$ cat config.mk
export PLATFORM = sky130hd
export DESIGN_NAME = serial_led_bit_slot_encoder_top_flat
export DESIGN_NICKNAME = d
export VERILOG_FILES = /design/src/design/slbse_pkg.sv /design/src/design/slbse_if.sv /design/src/design/slbse_cfg.sv /design/src/design/slbse_seq.sv /design/src/design/slbse_out.sv /design/src/design/serial_led_bit_slot_encoder_top.sv /design/src/flat_wrapper.sv
export SDC_FILE = /design/constraint.sdc
export NUM_CORES = 1
export LEC_CHECK = 0
export BUFFER_PORTS_ARGS = -buffer_cell sky130_fd_sc_hd__buf_2
export CAP_MARGIN = 0
export CORE_UTILIZATION = 45
export CTS_BUF_LIST = sky130_fd_sc_hd__clkbuf_8
export DETAILED_ROUTE_END_ITERATION = 7
export PLACE_DENSITY_LB_ADDON = 0.3
export SLEW_MARGIN = 20
export SYNTH_ARGS = -nofsm -noshare
export SYNTH_HDL_FRONTEND = slang
export SYNTH_SLANG_ARGS = --single-unit
$ cat constraint.sdc
create_clock -name clk -period 3.6 [get_ports clk]
set_input_delay 0.9 -clock clk [delete_from_list [all_inputs] [get_ports clk]]
set_output_delay 0.9 -clock clk [all_outputs]
set_load 0.05 [all_outputs]
$ cat src/design/slbse_pkg.sv
`default_nettype none

package slbse_pkg;

  // Slot geometry of one LED refill.
  localparam int SLOTS_PER_LED = 24;
  localparam int SLOT_IDX_W    = $clog2(SLOTS_PER_LED);
  localparam int COLOR_W       = 8;
  localparam int TICKS_W       = 16;
  localparam int WORD_W        = 3 * COLOR_W;

  // Configuration port.
  localparam int CFG_INDEX_W = 2;
  localparam int CFG_DATA_W  = 16;

  localparam logic [CFG_INDEX_W-1:0] REG_COLOR_ORDER     = 2'd0;
  localparam logic [CFG_INDEX_W-1:0] REG_ONE_HIGH_TICKS  = 2'd1;
  localparam logic [CFG_INDEX_W-1:0] REG_ZERO_HIGH_TICKS = 2'd2;
  localparam logic [CFG_INDEX_W-1:0] REG_PAUSE_SLOTS     = 2'd3;

  // Color order codes.
  localparam logic ORDER_RGB = 1'b0;
  localparam logic ORDER_GRB = 1'b1;

  // Register values after reset.
  localparam logic               RST_COLOR_ORDER     = ORDER_GRB;
  localparam logic [TICKS_W-1:0] RST_ONE_HIGH_TICKS  = 16'd67;
  localparam logic [TICKS_W-1:0] RST_ZERO_HIGH_TICKS = 16'd39;
  localparam logic [TICKS_W-1:0] RST_PAUSE_SLOTS     = 16'd237;

  // Configuration as seen by the slot logic.
  typedef struct packed {
    logic               color_order;
    logic [TICKS_W-1:0] one_high_ticks;
    logic [TICKS_W-1:0] zero_high_ticks;
    logic [TICKS_W-1:0] pause_slots;
  } cfg_t;

  // One bit slot on its way to the output register.
  typedef struct packed {
    logic [TICKS_W-1:0] high_ticks;
    logic               slot_last;
    logic               frame_done;
  } slot_t;

  // Sequencer status toward the top level.
  typedef struct packed {
    logic busy;
    logic advance;
    logic last;
  } seq_status_t;

endpackage

`default_nettype wire

$ cat src/design/slbse_if.sv
`default_nettype none

// Refill request channel.
interface slbse_req_if;
  logic                            valid;
  logic                            ready;
  logic                            frame_start;
  logic                            pixel_present;
  logic [slbse_pkg::COLOR_W-1:0]   red;
  logic [slbse_pkg::COLOR_W-1:0]   green;
  logic [slbse_pkg::COLOR_W-1:0]   blue;

  modport source (
    output valid, frame_start, pixel_present, red, green, blue,
    input  ready
  );
  modport sink (
    input  valid, frame_start, pixel_present, red, green, blue,
    output ready
  );
endinterface

// Bit slot channel.
interface slbse_slot_if;
  logic                            valid;
  logic                            ready;
  logic [slbse_pkg::TICKS_W-1:0]   high_ticks;
  logic                            slot_last;
  logic                            frame_done;

  modport source (
    output valid, high_ticks, slot_last, frame_done,
    input  ready
  );
  modport sink (
    input  valid, high_ticks, slot_last, frame_done,
    output ready
  );
endinterface

`default_nettype wire

$ cat src/design/slbse_cfg.sv
`default_nettype none

module slbse_cfg (
  input  wire logic                               clk,
  input  wire logic                               rst,
  input  wire logic                               cfg_wen,
  input  wire logic [slbse_pkg::CFG_INDEX_W-1:0]  cfg_index,
  input  wire logic [slbse_pkg::CFG_DATA_W-1:0]   cfg_data,
  output slbse_pkg::cfg_t                         cfg
);

  // Register file, written one register per transaction.
  always_ff @(posedge clk) begin
    if (rst) begin
      cfg.color_order     <= slbse_pkg::RST_COLOR_ORDER;
      cfg.one_high_ticks  <= slbse_pkg::RST_ONE_HIGH_TICKS;
      cfg.zero_high_ticks <= slbse_pkg::RST_ZERO_HIGH_TICKS;
      cfg.pause_slots     <= slbse_pkg::RST_PAUSE_SLOTS;
    end else if (cfg_wen) begin
      case (cfg_index)
        slbse_pkg::REG_COLOR_ORDER:     cfg.color_order     <= cfg_data[0];
        slbse_pkg::REG_ONE_HIGH_TICKS:  cfg.one_high_ticks  <= cfg_data;
        slbse_pkg::REG_ZERO_HIGH_TICKS: cfg.zero_high_ticks <= cfg_data;
        slbse_pkg::REG_PAUSE_SLOTS:     cfg.pause_slots     <= cfg_data;
        default: ;
      endcase
    end
  end

endmodule

`default_nettype wire

$ cat src/design/slbse_seq.sv
`default_nettype none

module slbse_seq (
  input  wire logic                  clk,
  input  wire logic                  rst,
  input  wire slbse_pkg::cfg_t       cfg,
  slbse_req_if.sink                  req,
  input  wire logic                  slot_take,
  output logic                       slot_valid,
  output slbse_pkg::slot_t           slot,
  output slbse_pkg::seq_status_t     status
);

  logic                                busy;
  logic                                px;
  logic [slbse_pkg::WORD_W-1:0]        word;
  logic [slbse_pkg::SLOT_IDX_W-1:0]    slot_idx;
  logic [slbse_pkg::TICKS_W-1:0]       pause_count;
  logic [slbse_pkg::TICKS_W-1:0]       pause_count_next;
  logic [slbse_pkg::TICKS_W-1:0]       pause_bumped;
  logic                                pause_open;
  logic                                last;
  logic                                advance;
  logic                                accept;
  logic [slbse_pkg::WORD_W-1:0]        load_word;

  localparam logic [slbse_pkg::SLOT_IDX_W-1:0] LAST_IDX =
    slbse_pkg::SLOT_IDX_W'(slbse_pkg::SLOTS_PER_LED - 1);

  // Handshake: a new request enters while the final slot of the current one leaves.
  assign last       = (slot_idx == LAST_IDX);
  assign advance    = busy && slot_take;
  assign req.ready  = !busy || (advance && last);
  assign accept     = req.valid && req.ready;
  assign slot_valid = busy;

  assign status.busy    = busy;
  assign status.advance = advance;
  assign status.last    = last;

  // Color word in transmit order, most significant bit goes first.
  assign load_word = (cfg.color_order == slbse_pkg::ORDER_GRB) ?
                     {req.green, req.red, req.blue} :
                     {req.red, req.green, req.blue};

  // Pause counting saturates at the configured pause length.
  assign pause_open   = (pause_count < cfg.pause_slots);
  assign pause_bumped = pause_open ? (pause_count + 1'b1) : pause_count;

  // Slot contents for the current position.
  always_comb begin
    slot.slot_last  = last;
    if (px) begin
      slot.high_ticks = word[slbse_pkg::WORD_W-1] ? cfg.one_high_ticks
                                                 : cfg.zero_high_ticks;
      slot.frame_done = 1'b0;
    end else begin
      slot.high_ticks = '0;
      slot.frame_done = last && (pause_bumped >= cfg.pause_slots);
    end
  end

  // Pause count: frame start clears after the outgoing slot has counted.
  always_comb begin
    pause_count_next = pause_count;
    if (advance && !px) begin
      pause_count_next = pause_bumped;
    end
    if (accept && req.frame_start) begin
      pause_count_next = '0;
    end
  end

  // Request register and slot position.
  always_ff @(posedge clk) begin
    if (rst) begin
      busy        <= 1'b0;
      slot_idx    <= '0;
      pause_count <= '0;
    end else begin
      pause_count <= pause_count_next;
      if (accept) begin
        busy     <= 1'b1;
        slot_idx <= '0;
      end else if (advance) begin
        if (last) begin
          busy <= 1'b0;
        end
        slot_idx <= slot_idx + 1'b1;
      end
    end
  end

  always_ff @(posedge clk) begin
    if (accept) begin
      px   <= req.pixel_present;
      word <= load_word;
    end else if (advance) begin
      word <= {word[slbse_pkg::WORD_W-2:0], 1'b0};
    end
  end

endmodule

`default_nettype wire

$ cat src/design/slbse_out.sv
`default_nettype none

module slbse_out (
  input  wire logic            clk,
  input  wire logic            rst,
  input  wire logic            slot_valid,
  input  wire slbse_pkg::slot_t slot,
  output logic                 slot_take,
  slbse_slot_if.source         out
);

  slbse_pkg::slot_t held;

  // The register takes a slot when it is empty or being emptied.
  assign slot_take = !out.valid || out.ready;

  always_ff @(posedge clk) begin
    if (rst) begin
      out.valid <= 1'b0;
    end else if (slot_take) begin
      out.valid <= slot_valid;
    end
  end

  always_ff @(posedge clk) begin
    if (slot_take && slot_valid) begin
      held <= slot;
    end
  end

  assign out.high_ticks = held.high_ticks;
  assign out.slot_last  = held.slot_last;
  assign out.frame_done = held.frame_done;

endmodule

`default_nettype wire

$ cat src/design/serial_led_bit_slot_encoder_top.sv
// Channel     Direction  Payload
// pixel_in    in         frame_start, pixel_present, red, green, blue
// slot_out    out        high_ticks, slot_last, frame_done
// cfg_*       in         register index and write data, no read-back
//
// Every request expands into 24 slots, one slot per cycle while the output
// register is not stalled; the next request is taken in the cycle the final
// slot moves to the output register.
// Reset is synchronous and clears the registers to their defaults, the
// pause count and all valid flags. A stalled output holds its slot and
// stops the sequencer until the transaction completes.
`default_nettype none

module serial_led_bit_slot_encoder_top (
  input  wire logic                               clk,
  input  wire logic                               rst,
  input  wire logic                               cfg_wen,
  input  wire logic [slbse_pkg::CFG_INDEX_W-1:0]  cfg_index,
  input  wire logic [slbse_pkg::CFG_DATA_W-1:0]   cfg_data,
  slbse_req_if.sink                               pixel_in,
  slbse_slot_if.source                            slot_out
);

  slbse_pkg::cfg_t         cfg;
  slbse_pkg::slot_t        slot;
  slbse_pkg::seq_status_t  status;
  logic                    slot_valid;
  logic                    slot_take;

  // Configuration registers.
  slbse_cfg u_cfg (
    .clk       (clk),
    .rst       (rst),
    .cfg_wen   (cfg_wen),
    .cfg_index (cfg_index),
    .cfg_data  (cfg_data),
    .cfg       (cfg)
  );

  // Request register and slot sequencer.
  slbse_seq u_seq (
    .clk        (clk),
    .rst        (rst),
    .cfg        (cfg),
    .req        (pixel_in),
    .slot_take  (slot_take),
    .slot_valid (slot_valid),
    .slot       (slot),
    .status     (status)
  );

  // Output register.
  slbse_out u_out (
    .clk        (clk),
    .rst        (rst),
    .slot_valid (slot_valid),
    .slot       (slot),
    .slot_take  (slot_take),
    .out        (slot_out)
  );

  // A request is only taken into a busy sequencer as its final slot leaves.
  assert property (@(posedge clk) disable iff (rst)
    (pixel_in.valid && pixel_in.ready && status.busy) |-> (status.advance && status.last))
    else $error("request accepted while slots still pending");

  // Frame done only ever rides on the final slot of a refill.
  assert property (@(posedge clk) disable iff (rst)
    (slot_out.valid && slot_out.frame_done) |-> slot_out.slot_last)
    else $error("frame_done on a slot that is not the last");

  // After the final slot leaves with no new request, the sequencer goes idle.
  assert property (@(posedge clk) disable iff (rst)
    (status.advance && status.last && !(pixel_in.valid && pixel_in.ready))
      |=> !status.busy)
    else $error("sequencer stayed busy after final slot");

  // An emptied output register is refilled only when the sequencer is busy.
  assert property (@(posedge clk) disable iff (rst)
    (!status.busy && slot_take) |=> !slot_out.valid)
    else $error("output valid without a slot from the sequencer");

endmodule

`default_nettype wire
$ cat src/flat_wrapper.sv
// flat-port wrapper written by rule: the top's interface ports become plain ports
module serial_led_bit_slot_encoder_top_flat 
  (clk, rst, cfg_wen, cfg_index, cfg_data, pixel_in_valid, pixel_in_frame_start, pixel_in_pixel_present, pixel_in_red, pixel_in_green, pixel_in_blue, pixel_in_ready, slot_out_valid, slot_out_high_ticks, slot_out_slot_last, slot_out_frame_done, slot_out_ready);
  slbse_req_if pixel_in_i ();
  slbse_slot_if slot_out_i ();
  input  wire logic clk;
  input  wire logic rst;
  input  wire logic cfg_wen;
  input  wire logic [slbse_pkg::CFG_INDEX_W-1:0] cfg_index;
  input  wire logic [slbse_pkg::CFG_DATA_W-1:0] cfg_data;
  input wire logic [$bits(pixel_in_i.valid)-1:0] pixel_in_valid;
  input wire logic [$bits(pixel_in_i.frame_start)-1:0] pixel_in_frame_start;
  input wire logic [$bits(pixel_in_i.pixel_present)-1:0] pixel_in_pixel_present;
  input wire logic [$bits(pixel_in_i.red)-1:0] pixel_in_red;
  input wire logic [$bits(pixel_in_i.green)-1:0] pixel_in_green;
  input wire logic [$bits(pixel_in_i.blue)-1:0] pixel_in_blue;
  output wire logic [$bits(pixel_in_i.ready)-1:0] pixel_in_ready;
  output wire logic [$bits(slot_out_i.valid)-1:0] slot_out_valid;
  output wire logic [$bits(slot_out_i.high_ticks)-1:0] slot_out_high_ticks;
  output wire logic [$bits(slot_out_i.slot_last)-1:0] slot_out_slot_last;
  output wire logic [$bits(slot_out_i.frame_done)-1:0] slot_out_frame_done;
  input wire logic [$bits(slot_out_i.ready)-1:0] slot_out_ready;
  assign pixel_in_i.valid = pixel_in_valid;
  assign pixel_in_i.frame_start = pixel_in_frame_start;
  assign pixel_in_i.pixel_present = pixel_in_pixel_present;
  assign pixel_in_i.red = pixel_in_red;
  assign pixel_in_i.green = pixel_in_green;
  assign pixel_in_i.blue = pixel_in_blue;
  assign pixel_in_ready = pixel_in_i.ready;
  assign slot_out_valid = slot_out_i.valid;
  assign slot_out_high_ticks = slot_out_i.high_ticks;
  assign slot_out_slot_last = slot_out_i.slot_last;
  assign slot_out_frame_done = slot_out_i.frame_done;
  assign slot_out_i.ready = slot_out_ready;
  serial_led_bit_slot_encoder_top u_core (.clk(clk), .rst(rst), .cfg_wen(cfg_wen), .cfg_index(cfg_index), .cfg_data(cfg_data), .pixel_in(pixel_in_i), .slot_out(slot_out_i));
endmodule
==> impl_metrics.prom <==
# TYPE chip_impl_metric gauge
chip_impl_info{name="most_used_flip_flop_cell_after_synthesis",value="dfxtp_1"} 1
chip_impl_metric{name="die_width",unit="um"} 116.2
chip_impl_metric{name="grt_antenna_before_repair",unit=""} 0
chip_impl_metric{name="max-clock-path-buffers",unit=""} 2
chip_impl_metric{name="layout-area-overhead-vs-synth",unit="%"} 14.53
chip_impl_metric{name="async_flop_share",unit=""} 0
chip_impl_info{name="cell_at_the_root_of_the_clock_tree",value="clkbuf_8"} 1
chip_impl_metric{name="remaining_design_rule_violation_count",unit=""} 0
chip_impl_metric{name="global_placement_routability_congestion",unit=""} 0.8654
chip_impl_metric{name="timing.critical_path.required",unit="ps"} 3740
chip_impl_metric{name="num_vias",unit=""} 4818
chip_impl_metric{name="synthDistinctLibCells",unit=""} 50
chip_impl_metric{name="post_synth.cell_area_avg",unit="um^2"} 9.134
chip_impl_metric{name="first_iter_violations",unit=""} 381
chip_impl_metric{name="cts-htree-levels",unit=""} 4
chip_impl_metric{name="tightest_slew",unit="ps"} 1017
chip_impl_metric{name="io_buffers",unit=""} 68
chip_impl_metric{name="drive_above_1_share",unit=""} 0.1678
chip_impl_metric{name="fp-row-count",unit=""} 41
chip_impl_info{name="outcome",value="complete, no violations"} 1
chip_impl_metric{name="worst_setup_hold_path_clk_slew",unit="ps"} 70
chip_impl_metric{name="final-setup-viol-count",unit=""} 0
chip_impl_metric{name="number_of_clock_buffers_inserted_by_tritoncts",unit=""} 17
chip_impl_metric{name="place.detailed.hpwl",unit="um"} 9179
chip_impl_metric{name="netlist_instances",unit=""} 643
chip_impl_metric{name="power_leakage",unit="nW"} 2.921
chip_impl_metric{name="n_fill_cell",unit=""} 1153
chip_impl_metric{name="diodes",unit=""} 0
chip_impl_metric{name="wire_per_inst",unit="um"} 14.64
chip_impl_metric{name="totalNegativeSetupSlack",unit="ps"} 0
chip_impl_metric{name="fin_crit_sh",unit=""} 0.9210
chip_impl_metric{name="die_height",unit="um"} 116.2
chip_impl_metric{name="highest_clock_frequency_the_design_can_meet",unit="MHz"} 301.6
chip_impl_metric{name="design.die.area",unit="mm^2"} 0.01351
chip_impl_metric{name="post-route-min-period",unit="ps"} 3315
chip_impl_metric{name="number_of_enable_type_register_cells_in_the_synthesized_netlist",unit=""} 43
chip_impl_metric{name="grtUsageTotal",unit=""} 0.2008
chip_impl_metric{name="ir_drop",unit="uV"} 199.9
chip_impl_metric{name="timing.critical_path.arrival",unit="ps"} 3450
chip_impl_metric{name="timing.clock.skew",unit="ps"} 11.89
chip_impl_metric{name="crit_fanout",unit=""} 24
chip_impl_metric{name="effective_utilization_at_floorplan",unit=""} 0.4635
chip_impl_metric{name="postLayoutCoreUtil",unit=""} 0.5309
chip_impl_metric{name="ys_seq_elements",unit=""} 115
chip_impl_metric{name="maxSlewHeadroom",unit=""} 0.3219
chip_impl_metric{name="nNetsFinal",unit=""} 784
chip_impl_metric{name="mappedNetlistNets",unit=""} 725
chip_impl_metric{name="route.detailed.vias_per_inst",unit=""} 5.432
chip_impl_metric{name="placeableCoreArea",unit="mm^2"} 0.01267
chip_impl_metric{name="gr-total-overflow",unit=""} 0
chip_impl_info{name="timing_worst_setup_path_type",value="flip-flop to flip-flop"} 1
chip_impl_metric{name="power_per_cell_area",unit="mW/mm^2"} 429.5
chip_impl_metric{name="timing_max_transition_violations_final",unit=""} 0
chip_impl_metric{name="max_cap_viol_count",unit=""} 0
chip_impl_info{name="hold_path.class",value="flip-flop to flip-flop"} 1
chip_impl_metric{name="final-hold-violation-count",unit=""} 0
chip_impl_metric{name="wire_length_of_the_first_global_routing_pass",unit="um"} 21110
chip_impl_info{name="grt_setup_unrepaired",value="no"} 1
chip_impl_metric{name="vias_in_the_first_global_route",unit=""} 4503
chip_impl_metric{name="synth.yosys.seq_area_share",unit=""} 0.4653
chip_impl_metric{name="worst-r2r-cell-count",unit=""} 14
chip_impl_metric{name="final.hold.worst_slack",unit="ps"} 453.9
chip_impl_metric{name="syn-cell-area",unit="mm^2"} 0.005873
chip_impl_metric{name="firstDrtPassIters",unit=""} 5
chip_impl_info{name="worstSetupStartpointType",value="flip-flop"} 1
chip_impl_metric{name="count_of_yosys_warnings_during_synthesis",unit=""} 0
chip_impl_info{name="worst_setup_path_end_kind",value="flip-flop"} 1
chip_impl_metric{name="number_of_buffers_inserted_by_post_cts_setup_repair",unit=""} 0
chip_impl_metric{name="hold_path_depth",unit=""} 2
chip_impl_info{name="tritoncts",value="yes"} 1
chip_impl_metric{name="tritoncts_num_sinks",unit=""} 115
chip_impl_metric{name="total_routed_length",unit="um"} 12980
chip_impl_metric{name="io_pins",unit=""} 69
chip_impl_metric{name="remaining_antenna_violation_count",unit=""} 0
chip_impl_metric{name="insertion_delay",unit="ps"} 430
chip_impl_metric{name="grt_start_max_net_pins",unit=""} 59
per-stage QoR:
stage	worst slack, ps	std cells	instance area [um^2]	power (mW)
floorplan	479.9	643	5873	1.713
global placement	222.5	855	6352	1.805
detailed placement	166.2	855	6352	1.817
CTS	138.5	887	6714	2.916
global route	32.61	887	6726	3.016
finish	284.5	887	6726	2.889
layout make-up:
cell class              count  area (um^2)  area share
clock buffers              17        234.0     0.03478
well taps                 172        215.2     0.03199
flip-flops and latches    115         2733      0.4062
repair buffers             77        411.6     0.06120
inverters                  21        78.83     0.01172
multi-input cells         470         2927      0.4351
clock inverters            15        127.6     0.01897
power breakdown:
part           internal [mW]  leakage [nW]  switching (mW)
Clock                  0.595         0.194           0.508
Combinational          0.110          1.72           0.197
Sequential              1.44          1.01          0.0438
Total                   2.14          2.92           0.749
registers in the layout, summed over array words and instances, names as in the netlist:
signal,flops
u_core.u_seq.slot_idx,5
u_core.u_out.out.valid,1
u_core.u_out.out.frame_done,1
u_core.u_seq.px,1
u_core.u_cfg.cfg,49
u_core.u_out.out.high_ticks,16
u_core.u_seq.word,24
u_core.u_seq.pause_count,16
u_core.u_seq.slot_valid,1
u_core.u_out.out.slot_last,1
metal layers:
| layer | wire, um | GRT usage | share of wire |
|---|---|---|---|
| met5 | 0 | 0 | 0 |
| met4 | 143 | 0.08205 | 0.011 |
| met3 | 589 | 0.04878 | 0.045 |
| met2 | 6152 | 0.3239 | 0.47 |
| met1 | 6096 | 0.2577 | 0.47 |
placed cells by master, fill, tap and decap left out, drive strengths merged, types with 7 or more instances in the layout:
| cell | n |
|---|---|
| nand2 | 139 |
| buf | 77 |
| dfxtp | 72 |
| a21oi | 59 |
| edfxtp | 43 |
| mux2i | 33 |
| ha | 33 |
| o21ai | 29 |
| inv | 23 |
| nor2b | 20 |
| clkbuf | 17 |
| xor2 | 16 |
| nor2 | 16 |
| nand3 | 16 |
| or4 | 12 |
| o31ai | 10 |
| nor4 | 10 |
| nor3 | 9 |
| nand3b | 9 |
| and3 | 9 |
| clkinv | 9 |
| nand4 | 8 |
| a211o | 7 |
cells in the mapped netlist (4+ instances only):
cell,instances,area (um^2)
nand2_1,139,521.8
dfxtp_1,72,1441
a21oi_1,59,295.3
edfxtp_1,43,1291
ha_1,33,412.9
mux2i_1,33,330.3
clkbuf_1,31,116.4
o21ai_0,28,140.1
inv_1,20,75.07
nor2b_1,20,125.1
xor2_1,16,140.1
nand3_1,15,75.07
nor2_1,15,56.30
or4_1,12,90.09
o31ai_1,10,75.07
nand3b_1,9,67.56
nor3_1,9,45.04
nor4_1,9,56.30
nand4_1,8,50.05
a211o_1,7,61.31
and3_1,7,43.79
buf_1,4,15.01
critical path: stages (launching register included):
cell and delay [ps]:
dfxtp_1 460, ha_1 270, o21a_1 160, o21ai_0 140
o221a_2 230, nor2_2 50, buf_6 180, nor4_2 320
xor2_1 190, ha_1 280, a21o_1 190, a21oi_1 200
o21ai_0 110, o21ai_0 160, a211oi_1 90
worst paths after layout:
path,start,to,slack [ps]
max,u_core.u_seq.pause_count[2],u_core.u_out.out.frame_done,280
min reg2reg,u_core.u_cfg.cfg[19],u_core.u_cfg.cfg[19],450
max reg2reg,u_core.u_seq.pause_count[2],u_core.u_out.out.frame_done,280
min,u_core.u_cfg.cfg[19],u_core.u_cfg.cfg[19],450
cells by family (layout without fill, tap and decap cells):
logic type / Yosys count / after routing / synth area share
and+or+nand+nor: 262 / 262 / 0.2171
AOI/OAI and AO/OA: 122 / 122 / 0.1223
DFF: 115 / 115 / 0.4653
buffers and inverters: 58 / 130 / 0.03856
muxes: 34 / 34 / 0.05816
adders and majority gates: 33 / 33 / 0.07030
xor gates and xnor gates: 19 / 19 / 0.02833
what timing repair did:
action,4_1_cts,5_1_grt
endpoints found under the setup margin,0,1
hold buffers,0,0
resized for setup,0,3
Note: power is estimated with default switching activity, not from simulation.
